--- src/cmed_pkg.sv ---
// ----------------------------------------------------------------------------
// cmed_pkg
// Shared types and constants for the disk erode / dilate mask block:
// field widths, register map, command codes, control state and config bundle.
// ----------------------------------------------------------------------------
package cmed_pkg;

	// field widths
	localparam int DIM_W = 9;
	localparam int RAD_W = 4;
	localparam int IDX_W = 16;
	localparam int CMD_W = 2;

	// default store geometry
	localparam int DEF_MAX_WIDTH  = 256;
	localparam int DEF_MAX_HEIGHT = 256;
	localparam int DEF_MAX_RADIUS = 8;

	// configuration port
	localparam int CFG_AW = 4;
	localparam int CFG_DW = 32;

	// register reset values
	localparam logic [DIM_W-1:0] RST_FRAME_WIDTH  = DIM_W'(256);
	localparam logic [DIM_W-1:0] RST_FRAME_HEIGHT = DIM_W'(256);
	localparam logic [RAD_W-1:0] RST_DISK_RADIUS  = RAD_W'(1);
	localparam logic             RST_OP_MODE      = 1'b0;

	// register map, word index
	typedef enum logic [1:0] {
		REG_FRAME_WIDTH  = 2'd0,
		REG_FRAME_HEIGHT = 2'd1,
		REG_DISK_RADIUS  = 2'd2,
		REG_OP_MODE      = 2'd3
	} reg_idx_t;

	// command codes
	typedef enum logic [CMD_W-1:0] {
		CMD_WRITE = 2'd0,
		CMD_RUN   = 2'd1,
		CMD_READ  = 2'd2
	} cmd_t;

	// control sequencer
	typedef enum logic [2:0] {
		ST_IDLE,
		ST_COPY_IN,
		ST_SCAN,
		ST_STAMP,
		ST_COPY_OUT,
		ST_FINISH
	} state_t;

	// configuration bundle
	typedef struct packed {
		logic [DIM_W-1:0] frame_width;
		logic [DIM_W-1:0] frame_height;
		logic [RAD_W-1:0] disk_radius;
		logic             op_mode;
	} cfg_t;

endpackage

--- src/cmed_regs.sv ---
// ----------------------------------------------------------------------------
// cmed_regs
// APB-style configuration registers: frame size, disk radius and mode.
// ----------------------------------------------------------------------------
module cmed_regs (
	input  logic                        clk,
	input  logic                        arst_n,
	input  logic                        psel,
	input  logic                        penable,
	input  logic                        pwrite,
	input  logic [cmed_pkg::CFG_AW-1:0] paddr,
	input  logic [cmed_pkg::CFG_DW-1:0] pwdata,
	output logic [cmed_pkg::CFG_DW-1:0] prdata,
	output logic                        pready,
	output cmed_pkg::cfg_t              cfg
);
	import cmed_pkg::*;

	cfg_t     cfg_q;
	reg_idx_t reg_sel;
	logic     wr_en;

	assign pready  = 1'b1;
	assign reg_sel = reg_idx_t'(paddr[CFG_AW-1:2]);
	assign wr_en   = psel & penable & pwrite & pready;

	// register writes
	always_ff @(posedge clk or negedge arst_n) begin
		if (!arst_n) begin
			cfg_q.frame_width  <= RST_FRAME_WIDTH;
			cfg_q.frame_height <= RST_FRAME_HEIGHT;
			cfg_q.disk_radius  <= RST_DISK_RADIUS;
			cfg_q.op_mode      <= RST_OP_MODE;
		end else if (wr_en) begin
			case (reg_sel)
				REG_FRAME_WIDTH:  cfg_q.frame_width  <= pwdata[DIM_W-1:0];
				REG_FRAME_HEIGHT: cfg_q.frame_height <= pwdata[DIM_W-1:0];
				REG_DISK_RADIUS:  cfg_q.disk_radius  <= pwdata[RAD_W-1:0];
				REG_OP_MODE:      cfg_q.op_mode      <= pwdata[0];
				default: ;
			endcase
		end
	end

	// register readback
	always_comb begin
		case (reg_sel)
			REG_FRAME_WIDTH:  prdata = CFG_DW'(cfg_q.frame_width);
			REG_FRAME_HEIGHT: prdata = CFG_DW'(cfg_q.frame_height);
			REG_DISK_RADIUS:  prdata = CFG_DW'(cfg_q.disk_radius);
			REG_OP_MODE:      prdata = CFG_DW'(cfg_q.op_mode);
			default:          prdata = '0;
		endcase
	end

	assign cfg = cfg_q;

endmodule

--- config.mk ---
export PLATFORM = sky130hd
export DESIGN_NAME = cmed_regs
export DESIGN_NICKNAME = d
export VERILOG_FILES = /design/src/cmed_pkg.sv /design/src/cmed_regs.sv
export SDC_FILE = /design/constraint.sdc
export NUM_CORES = 1
export LEC_CHECK = 0
export BUFFER_PORTS_ARGS = -buffer_cell sky130_fd_sc_hd__buf_2
export CAP_MARGIN = 20
export CORE_MARGIN = 1
export CORE_UTILIZATION = 30
export CTS_CLUSTER_SIZE = 14
export DETAILED_ROUTE_END_ITERATION = 8
export PLACE_DENSITY = 0.67
export SETUP_SLACK_MARGIN = 0.3
export SLEW_MARGIN = 10
export SYNTH_ARGS = -nofsm -noshare
export SYNTH_HDL_FRONTEND = slang
export SYNTH_SLANG_ARGS = --single-unit
--- constraint.sdc ---
create_clock -name clk -period 1.7 [get_ports clk]
set_clock_uncertainty 0.2 [all_clocks]
set_input_delay 0.34 -clock clk [delete_from_list [all_inputs] [get_ports clk]]
set_output_delay 0.34 -clock clk [all_outputs]
set_load 0.01 [all_outputs]
==> impl_metrics.sql, run 1 <==
INSERT INTO impl_metrics (metric_group, metric, value, unit) VALUES
('final_layout', 'final_layout_size_suffix_gt1_share', '65.41', '%'),
('timing', 'fin_hold_ws', '0.1118', 'ns'),
('critical_path', 'critical_path.startpoint', 'cfg[0]$_DFFE_PN0P_', ''),
('cts', 'cts_tree', 'yes', ''),
('die', 'ios', '97', ''),
('critical_path', 'cpPeakStageDelay', '0.49', 'ns'),
('synthesis', 'yosys.cell_count.top_type', 'buf_4', ''),
('die', 'floorplan.die.width', '66.97', 'um'),
('synthesis', 'postSynthAreaPerCell', '12.29', 'um2'),
('timing', 'timing.fmax', '551.8', 'MHz'),
('die', 'fp.coreArea', '0.004029', 'mm2'),
('critical_path', 'critical-path-top-delay-family', 'multiplexers', ''),
('cts', 'tritoncts.num_buffers', '3', ''),
('die', 'die_h', '66.97', 'um'),
('final_layout', 'area_delta_synth_final', '66.01', '%'),
('final_layout', 'max_reg_flops', '23', ''),
('run_status', 'violations_in_the_final_reports', 'setup timing', ''),
('timing', 'final_period_minus_worst_setup_slack', '1.812', 'ns'),
('cts', 'worst_skew_late_latency', '0.27', 'ns'),
('timing', 'max-slew-margin-rel', '65.68', '%'),
('global_routing', 'overflow', '0', ''),
('synthesis', 'synth_area', '0.001266', 'mm2'),
('critical_path', 'start_of_the_worst_register_to_register_path', 'cfg[16]$_DFFE_PN0P_', ''),
('critical_path', 'critical_path.endpoint', 'prdata[0]', ''),
('cts', 'clkSlewWorstSetupHoldPaths', '0.08', 'ns'),
('critical_path', 'worstRegToRegCells', '3', ''),
('routing', 'first_pass_iters', '4', ''),
('placed_design', 'gp_congestion', '0.7439', ''),
('power_and_ir_drop', 'fin_total_pwr', '2.190', 'mW'),
('synthesis', 'yosys.area.top_type', 'dfrtp_1', ''),
('cts', 'clock_tree.htree_level_count', '1', ''),
('timing', 'finalSetupViolations', '1', ''),
('hold_path', 'hold_class', 'input pin to register', ''),
('power_and_ir_drop', 'power.leakage', '1.073', 'nW'),
('critical_path', 'crit_path_start_kind', 'register', ''),
('timing', 'setup_slack', '-0.1123', 'ns'),
('timing', 'max_slew.worst_pin.slew', '0.5148', 'ns'),
('global_routing', 'global_route.usage.total', '14.14', '%'),
('timing', 'rsz_0062_raised_after_global_routing', 'yes', ''),
('critical_path', 'path_depth', '2', ''),
('synthesis', 'synth_seq_area_share', '45.75', '%'),
('final_layout', 'area_used_by_multi_input_combinational_logic', '635.6', 'um2'),
('die', 'placement_rows', '23', ''),
('synthesis', 'count_of_mapped_cells_out_of_synthesis', '103', ''),
('routing', 'ant_nets', '0', ''),
('cts', 'cts.sink_count', '23', ''),
('routing', 'viasPerCell', '4.247', ''),
('die', 'floorplan.initialDensity', '31.43', '%'),
('synthesis', 'ys_ff_latch', '23', ''),
('final_layout', 'ff_latch_area', '579.3', 'um2'),
('synthesis', 'synth_cell_count_leaders', 'buf_4, dfrtp_1, mux2_2', ''),
('critical_path', 'timing.critical_path.fanout_max', '2', ''),
('final_layout', 'finish.net_count', '227', ''),
('final_layout', 'antenna_cells_inserted', '0', ''),
('placed_design', 'detailedPlacementHpwl', '2017', 'um'),
('synthesis', 'synthDistinctLibCells', '18', ''),
('run_status', 'outcome', 'finished, violations left', ''),
('final_layout', 'fillers', '361', ''),
('routing', 'routed_wire_length_per_instance', '12.77', 'um'),
('placed_design', 'port-buffer-count', '47', ''),
('global_routing', 'initial_antenna_violation_count', '0', ''),
('critical_path', 'sequence_of_cells_on_the_critical_path', 'mux4_2 > buf_6', ''),
('timing', 'totalNegativeSetupSlack', '-0.1123', 'ns'),
('critical_path', 'worstSetupEndpointType', 'output pin', ''),
('critical_path', 'cp.required', '1.16', 'ns'),
('critical_path', 'timing_worst_setup_path_type', 'register to output pin', ''),
('global_routing', 'maximum_number_of_pins_on_one_net_before_global_route_repair', '24', ''),
('critical_path', 'crit_slowest_cell', 'mux4_2', ''),
('die', 'area_of_the_die', '0.004484', 'mm2'),
('timing', 'slew_viol_final', '0', ''),
('critical_path', 'cp_arrival', '1.27', 'ns');
cells by family (layout without fill, tap and decap cells):
| family | Yosys count | count (layout) | synth area share, % |
|---|---|---|---|
| buffers and inverters | 28 | 88 | 15.71 |
| other | 2 | 24 | 0.5931 |
| muxes | 32 | 32 | 29.74 |
| AOI/OAI and AO/OA | 3 | 3 | 1.185 |
| DFF | 23 | 23 | 45.75 |
| and+or+nand+nor | 15 | 15 | 7.016 |
cell type report:
class                      instances  share of cell area, %
timing repair buffer              84                  37.08
sequential                        23                  27.56
clock buffer                       4                  2.143
tap                               50                  2.976
multi-input combinational         74                  30.24
metrics by stage:
stage	instance area [um2]	utilization (%)	cells
2_1_floorplan	1383	-	125
3_5_place_dp	1555	38.60	206
4_1_cts	1968	48.85	230
5_1_grt	2102	52.17	235
3_3_place_gp	1555	38.60	206
6_report	2102	52.17	235
power by group:
part           leakage (nW)  internal, mW  switching (mW)
combinational         0.774         0.692           0.377
clock                0.0228         0.168           0.170
sequential            0.277         0.687          0.0956
total                  1.07          1.55           0.643
cells in the final DEF, fill, tap and decap left out, drive strengths merged, types with 3 or more instances in the layout:
cell    count
buf        82
conb       24
mux2       23
dfrtp      20
mux2i       8
nor2        6
clkbuf      5
nand2       4
dfstp       3
o21ai       3
worst register-to-register path: stages, from the launching register on:
cell,delay (ns)
dfrtp_1,0.41
buf_6,0.13
buf_6,0.10
mux2_4,0.26
metal layers:
layer  track usage, %  part of all wire [%]  up-vias
li1                 -                     -      465
met1            17.93                    43      465
met2            22.85                    47       65
met3            2.911                   8.5        3
met4            6.383                   1.5        0
met5                0                     0        -
how the worst min path moves through the flow:
stage | startpoint | to | slack, ns | cells after the start
global route | pwdata[7] | cfg[21]$_DFFE_PN0P_ | 0.11 | 2
finish | pwdata[7] | cfg[21]$_DFFE_PN0P_ | 0.11 | 2
detailed placement | arst_n | cfg[12]$_DFFE_PN0P_ | 0.14 | 1
global placement | arst_n | cfg[12]$_DFFE_PN0P_ | 0.14 | 1
CTS | pwdata[7] | cfg[21]$_DFFE_PN0P_ | 0.10 | 2
floorplan | arst_n | cfg[0]$_DFFE_PN0P_ | -0.16 | 0
what timing repair did:
item	4_1_cts	5_1_grt
setup buffers	19	5
cloned	0	0
gates resized for setup	44	24
hold buffers	1	0
pin swaps	0	4
setup endpoints to repair	24	44
hold endpoints to repair	20	0
(Power assumes the default switching activity.)
==> inputs of run 2 (changes only) <==
--- a/config.mk
+++ b/config.mk
@@ -8,11 +8,13 @@
 export BUFFER_PORTS_ARGS = -buffer_cell sky130_fd_sc_hd__buf_2
 export CAP_MARGIN = 20
 export CORE_MARGIN = 1
-export CORE_UTILIZATION = 30
+export CORE_UTILIZATION = 39
+export CTS_CLUSTER_DIAMETER = 30
 export CTS_CLUSTER_SIZE = 14
 export DETAILED_ROUTE_END_ITERATION = 8
-export PLACE_DENSITY = 0.67
+export PLACE_DENSITY = 0.83
 export SETUP_SLACK_MARGIN = 0.3
+export SKIP_CTS_REPAIR_TIMING = 1
 export SLEW_MARGIN = 10
 export SYNTH_ARGS = -nofsm -noshare
 export SYNTH_HDL_FRONTEND = slang
==> impl_metrics.sql, run 2 (synthesized netlist as in run 1, its figures left out) <==
INSERT INTO impl_metrics (metric_group, metric, value, unit) VALUES
('cts', 'cts_tree', 'yes', ''),
('placed_design', 'place_worst_setup_slack', '-0.01290', 'ns'),
('critical_path', 'cpPeakStageDelay', '0.44', 'ns'),
('cts', 'clkSlewWorstSetupHoldPaths', '0.12', 'ns'),
('run_status', 'outcome', 'finished, violations left', ''),
('routing', 'first_pass_iters', '4', ''),
('placed_design', 'gp_congestion', '0.7241', ''),
('power_and_ir_drop', 'vdd_drop_max', '0.6308', 'mV'),
('placed_design', 'port-buffer-count', '47', ''),
('timing', 'totalNegativeSetupSlack', '-0.1509', 'ns'),
('cts', 'clock_tree.root_cell', 'clkbuf_4', ''),
('critical_path', 'worstSetupEndpointType', 'output pin', ''),
('die', 'area_of_the_die', '0.003479', 'mm2'),
('cts', 'cts.sink_count', '23', ''),
('die', 'ios', '97', ''),
('cts', 'tritoncts.num_buffers', '3', ''),
('timing', 'fin_hold_ws', '0.07337', 'ns'),
('routing', 'via_count', '933', ''),
('die', 'floorplan.die.width', '58.98', 'um'),
('timing', 'report.final.hold_viol_count', '0', ''),
('global_routing', 'overflow', '0', ''),
('final_layout', 'post-route-util', '56.79', '%'),
('die', 'fp.coreArea', '0.003078', 'mm2'),
('timing', 'max_slew.worst_pin.slew', '0.5160', 'ns'),
('placed_design', 'placedInstanceArea', '0.001525', 'mm2'),
('global_routing', 'maximum_number_of_pins_on_one_net_before_global_route_repair', '24', ''),
('power_and_ir_drop', 'power.density', '1016', 'mW/mm2'),
('cts', 'max-clock-path-buffers', '2', ''),
('final_layout', 'layout_commonest_cell', 'buf_2', ''),
('hold_path', 'hold_class', 'input pin to register', ''),
('timing', 'final_period_minus_worst_setup_slack', '1.846', 'ns'),
('global_routing', 'grt_pass1_wl', '3836', 'um'),
('routing', 'initialDrtViolationCount', '5', ''),
('critical_path', 'crit_path_start_kind', 'register', ''),
('critical_path', 'cp.required', '1.16', 'ns'),
('final_layout', 'mostFrequentLayoutCells', 'buf_2, conb_1, buf_6, dfrtp_1, mux2_2', ''),
('timing', 'setup_slack', '-0.1465', 'ns'),
('timing', 'period_share', '108.6', '%'),
('final_layout', 'fillers', '288', ''),
('critical_path', 'critical-path-top-delay-family', 'multiplexers', ''),
('critical_path', 'path_depth', '2', ''),
('power_and_ir_drop', 'pwr-share-comb', '41.8', '%'),
('routing', 'viasPerCell', '4.422', ''),
('placed_design', 'detailedPlacementHpwl', '1924', 'um'),
('global_routing', 'global_route.usage.total', '14.75', '%'),
('placed_design', 'placedCellCount', '197', ''),
('power_and_ir_drop', 'clock_power_share', '14.0', '%'),
('cts', 'clock_tree.htree_level_count', '1', ''),
('die', 'floorplan.initialDensity', '41.14', '%'),
('final_layout', 'antenna_cells_inserted', '0', ''),
('final_layout', 'max_reg_flops', '23', ''),
('critical_path', 'worstRegToRegCells', '2', ''),
('timing', 'rsz_0062_raised_after_global_routing', 'yes', ''),
('power_and_ir_drop', 'part_of_the_power_in_registers', '44.3', '%'),
('final_layout', 'final_layout_size_suffix_gt1_share', '61.08', '%'),
('critical_path', 'timing.critical_path.fanout_max', '3', ''),
('power_and_ir_drop', 'power.switching', '0.5601', 'mW'),
('global_routing', 'grt_pass1_vias', '885', ''),
('flow_run', 'max-cap-violations', '0', ''),
('critical_path', 'crit_slowest_cell', 'mux4_2', ''),
('timing', 'finalSetupViolations', '2', ''),
('critical_path', 'sequence_of_cells_on_the_critical_path', 'mux4_2 > buf_2', ''),
('die', 'die_h', '58.98', 'um'),
('die', 'placement_rows', '20', ''),
('critical_path', 'cp_arrival', '1.31', 'ns'),
('critical_path', 'worst-path-buf-inv', '1', ''),
('final_layout', 'finish.net_count', '209', ''),
('routing', 'finalWirelength', '2562', 'um'),
('timing', 'slew_viol_final', '0', ''),
('timing', 'max-slew-margin-rel', '65.60', '%'),
('final_layout', 'fin_area', '0.001748', 'mm2'),
('power_and_ir_drop', 'netSwitchingFraction', '31.56', '%'),
('power_and_ir_drop', 'p_int', '1.215', 'mW'),
('cts', 'worst_skew_late_latency', '0.30', 'ns'),
('run_status', 'violations_in_the_final_reports', 'setup timing', ''),
('timing', 'timing.fmax', '541.6', 'MHz'),
('power_and_ir_drop', 'power.leakage', '0.9102', 'nW'),
('critical_path', 'timing_worst_setup_path_type', 'register to output pin', ''),
('hold_path', 'whs_path_depth', '2', ''),
('global_routing', 'initial_antenna_violation_count', '0', ''),
('routing', 'total_drc_errors_in_the_routed_layout', '0', ''),
('routing', 'routed_wire_length_per_instance', '12.14', 'um'),
('routing', 'ant_nets', '0', ''),
('final_layout', 'fin_cells', '211', ''),
('final_layout', 'area_delta_synth_final', '38.04', '%'),
('power_and_ir_drop', 'fin_total_pwr', '1.775', 'mW');
-- run 2: cell count changes in the layout (fill, tap and decap cells not counted), moves of 3 or more --
cell,change
buf_2,+14
clkbuf_4,+3
clkbuf_8,-3
buf_6,-31
mux2_2,+9
mux2_4,-9
-- run 2: final timing paths --
check | start | to | slack (ns)
setup / recovery | cfg[14]$_DFFE_PN0P_ | prdata[0] | -0.15
hold reg to reg | cfg[21]$_DFFE_PN0P_ | cfg[21]$_DFFE_PN0P_ | 0.34
hold / removal | pwdata[5] | cfg[10]$_DFFE_PN0P_ | 0.07
min in group asynchronous | arst_n | cfg[9]$_DFFE_PN0P_ | 0.32
max in group asynchronous | arst_n | cfg[22]$_DFFE_PN1P_ | 0.61
setup reg to reg | cfg[4]$_DFFE_PN0P_ | cfg[4]$_DFFE_PN0P_ | 0.61
-- run 2: power by group through the flow --
stage	logic [mW]	registers, mW	clock network, mW
2_1_floorplan	0.298	0.842	0
3_3_place_gp	0.542	0.784	0
3_5_place_dp	0.551	0.794	0
4_1_cts	0.552	0.784	0.263
5_1_grt	0.799	0.805	0.277
6_report	0.741	0.786	0.248
-- run 2: area by class of cell --
cell class | instances | area, um2 | share of cell area [%]
clock inverters | 1 | 5.005 | 0.2863
flip-flops and latches | 23 | 579.3 | 33.14
multi-input cells | 74 | 593.1 | 33.93
clock buffers | 3 | 22.52 | 1.288
well taps | 44 | 55.05 | 3.150
repair buffers | 66 | 493.0 | 28.20
-- run 2: per-layer routing --
metal  track usage (%)  wire, um  share of wire (%)
met1             17.59      1033                 40
met2             25.97      1255                 49
met3             4.148       273                 11
met4             4.082         0                  0
met5                 0         0                  0
==> inputs of run 3 (changes only) <==
--- a/config.mk
+++ b/config.mk
@@ -9,6 +9,7 @@
 export CAP_MARGIN = 20
 export CORE_MARGIN = 1
 export CORE_UTILIZATION = 39
+export CTS_BUF_LIST = sky130_fd_sc_hd__clkbuf_8 sky130_fd_sc_hd__clkbuf_16
 export CTS_CLUSTER_DIAMETER = 30
 export CTS_CLUSTER_SIZE = 14
 export DETAILED_ROUTE_END_ITERATION = 8
==> impl_metrics.sql, run 3 (synthesized netlist as in run 1, its figures left out) <==
INSERT INTO impl_metrics (metric_group, metric, value, unit) VALUES
('die', 'floorplan.die.width', '58.98', 'um'),
('power_and_ir_drop', 'power.density', '1038', 'mW/mm2'),
('final_layout', 'antenna_cells_inserted', '0', ''),
('critical_path', 'cpPeakStageDelay', '0.45', 'ns'),
('timing', 'rsz_0062_raised_after_global_routing', 'yes', ''),
('final_layout', 'area_used_by_multi_input_combinational_logic', '606.8', 'um2'),
('critical_path', 'worst-path-buf-inv', '1', ''),
('power_and_ir_drop', 'pwr-share-comb', '39.1', '%'),
('critical_path', 'timing_worst_setup_path_type', 'register to output pin', ''),
('final_layout', 'finish.net_count', '208', ''),
('critical_path', 'critical_path.startpoint', 'cfg[0]$_DFFE_PN0P_', ''),
('die', 'placement_rows', '20', ''),
('critical_path', 'worstSetupEndpointType', 'output pin', ''),
('final_layout', 'post-route-util', '58.01', '%'),
('global_routing', 'global_route.usage.total', '14.89', '%'),
('placed_design', 'gp_congestion', '0.7241', ''),
('global_routing', 'overflow', '0', ''),
('critical_path', 'start_of_the_worst_register_to_register_path', 'cfg[6]$_DFFE_PN0P_', ''),
('run_status', 'violations_in_the_final_reports', 'setup timing', ''),
('final_layout', 'area_delta_synth_final', '41.01', '%'),
('critical_path', 'cp.required', '1.16', 'ns'),
('run_status', 'outcome', 'finished, violations left', ''),
('final_layout', 'final_layout_size_suffix_gt1_share', '62.05', '%'),
('cts', 'cts.sink_count', '23', ''),
('power_and_ir_drop', 'power.switching', '0.5781', 'mW'),
('cts', 'clock_tree.htree_level_count', '1', ''),
('critical_path', 'critical_path.endpoint', 'prdata[0]', ''),
('power_and_ir_drop', 'p_int', '1.276', 'mW'),
('timing', 'slew_viol_final', '0', ''),
('critical_path', 'cp_arrival', '1.25', 'ns'),
('cts', 'worst_skew_late_latency', '0.26', 'ns'),
('cts', 'tritoncts.num_buffers', '3', ''),
('critical_path', 'worstRegToRegCells', '2', ''),
('die', 'floorplan.initialDensity', '41.14', '%'),
('die', 'area_of_the_die', '0.003479', 'mm2'),
('routing', 'ant_nets', '0', ''),
('timing', 'period_share', '105.4', '%'),
('power_and_ir_drop', 'clock_power_share', '18.3', '%'),
('routing', 'finalWirelength', '2714', 'um'),
('routing', 'viasPerCell', '4.429', ''),
('placed_design', 'detailedPlacementHpwl', '1924', 'um'),
('critical_path', 'crit_path_start_kind', 'register', ''),
('power_and_ir_drop', 'netSwitchingFraction', '31.18', '%'),
('timing', 'totalNegativeSetupSlack', '-0.09103', 'ns'),
('timing', 'setup_slack', '-0.09103', 'ns'),
('critical_path', 'path_depth', '2', ''),
('global_routing', 'grt_pass1_wl', '3857', 'um'),
('cts', 'clock_tree.root_cell', 'clkbuf_8', ''),
('final_layout', 'fillers', '281', ''),
('die', 'fp.coreArea', '0.003078', 'mm2'),
('final_layout', 'mostFrequentLayoutCells', 'buf_2, conb_1, dfrtp_1, buf_6, mux2_2', ''),
('cts', 'clkSlewWorstSetupHoldPaths', '0.08', 'ns'),
('power_and_ir_drop', 'power.leakage', '0.9250', 'nW'),
('die', 'die_h', '58.98', 'um'),
('global_routing', 'initial_antenna_violation_count', '0', ''),
('cts', 'max-clock-path-buffers', '2', ''),
('power_and_ir_drop', 'part_of_the_power_in_registers', '42.6', '%'),
('routing', 'total_drc_errors_in_the_routed_layout', '0', ''),
('hold_path', 'hold_class', 'input pin to register', ''),
('timing', 'report.final.hold_viol_count', '0', ''),
('power_and_ir_drop', 'fin_total_pwr', '1.854', 'mW'),
('critical_path', 'crit_slowest_cell', 'mux4_2', ''),
('critical_path', 'r2r_slack', '0.62', 'ns'),
('flow_run', 'max-cap-violations', '0', ''),
('placed_design', 'port-buffer-count', '47', ''),
('timing', 'max-slew-margin-rel', '65.23', '%'),
('placed_design', 'placedCellCount', '197', ''),
('timing', 'finalSetupViolations', '1', ''),
('final_layout', 'layout_commonest_cell', 'buf_2', ''),
('routing', 'initialDrtViolationCount', '26', ''),
('routing', 'first_pass_iters', '3', ''),
('power_and_ir_drop', 'vdd_drop_max', '0.6397', 'mV'),
('die', 'ios', '97', ''),
('global_routing', 'maximum_number_of_pins_on_one_net_before_global_route_repair', '24', ''),
('critical_path', 'timing.critical_path.fanout_max', '3', ''),
('routing', 'routed_wire_length_per_instance', '12.92', 'um'),
('timing', 'max_slew.worst_pin.slew', '0.5216', 'ns'),
('cts', 'cts_tree', 'yes', ''),
('timing', 'final_period_minus_worst_setup_slack', '1.791', 'ns'),
('timing', 'timing.fmax', '558.3', 'MHz'),
('global_routing', 'grt_pass1_vias', '888', ''),
('final_layout', 'max_reg_flops', '23', ''),
('critical_path', 'critical-path-top-delay-family', 'multiplexers', ''),
('final_layout', 'fin_cells', '210', ''),
('critical_path', 'regToRegEndpoint', 'cfg[6]$_DFFE_PN0P_', ''),
('routing', 'via_count', '930', ''),
('critical_path', 'sequence_of_cells_on_the_critical_path', 'mux4_2 > buf_2', ''),
('final_layout', 'ff_latch_area', '579.3', 'um2');
run 3: cell count changes in the layout (fill, tap and decap cells not counted), sizes merged:
cell    previous run  this run
clkbuf             4         3
run 3: worst min path at each step:
stage	start	endpoint	slack [ns]	cells past startpoint
2_1_floorplan	arst_n	cfg[0]$_DFFE_PN0P_	-0.16	0
5_1_grt	pwdata[7]	cfg[21]$_DFFE_PN0P_	0.12	2
6_report	pwdata[4]	cfg[9]$_DFFE_PN0P_	0.12	2
3_3_place_gp	arst_n	cfg[9]$_DFFE_PN0P_	0.13	1
4_1_cts	arst_n	cfg[9]$_DFFE_PN0P_	-0.15	1
3_5_place_dp	arst_n	cfg[9]$_DFFE_PN0P_	0.14	1
run 3: layout make-up:
type / count / share of cell area (%)
clock buffer: 3 / 2.313
clock inverter: 1 / 0.2803
multi-input combinational: 74 / 33.99
sequential: 23 / 32.45
tap: 44 / 3.083
timing repair buffer: 65 / 27.89
run 3: stage by stage:
step / setup WS (ns) / hold slack, ns / cell area [um2]
floorplan: 0.2116 / -0.1556 / 1383
global placement: -0.01246 / 0.1306 / 1525
detailed placement: -0.01290 / 0.1378 / 1525
CTS: -0.09820 / -0.1501 / 1572
global route: -0.1215 / 0.1154 / 1785
finish: -0.09103 / 0.1203 / 1785
run 3: layer usage:
| metal | GRT usage, % | up-vias | wire (um) |
|---|---|---|---|
| met5 | 0 | - | 0 |
| met4 | 4.082 | 0 | 0 |
| met3 | 4.803 | 0 | 255 |
| met2 | 25.65 | 59 | 1323 |
| met1 | 17.87 | 443 | 1135 |
| li1 | - | 428 | - |
run 3: power by group through the flow:
stage / combinational, mW / sequential, mW / clock, mW
final: 0.725 / 0.790 / 0.339
after floorplan: 0.298 / 0.842 / 0
after global placement: 0.542 / 0.784 / 0
after global routing: 0.783 / 0.808 / 0.365
after detailed placement: 0.551 / 0.794 / 0
after CTS: 0.552 / 0.785 / 0.346
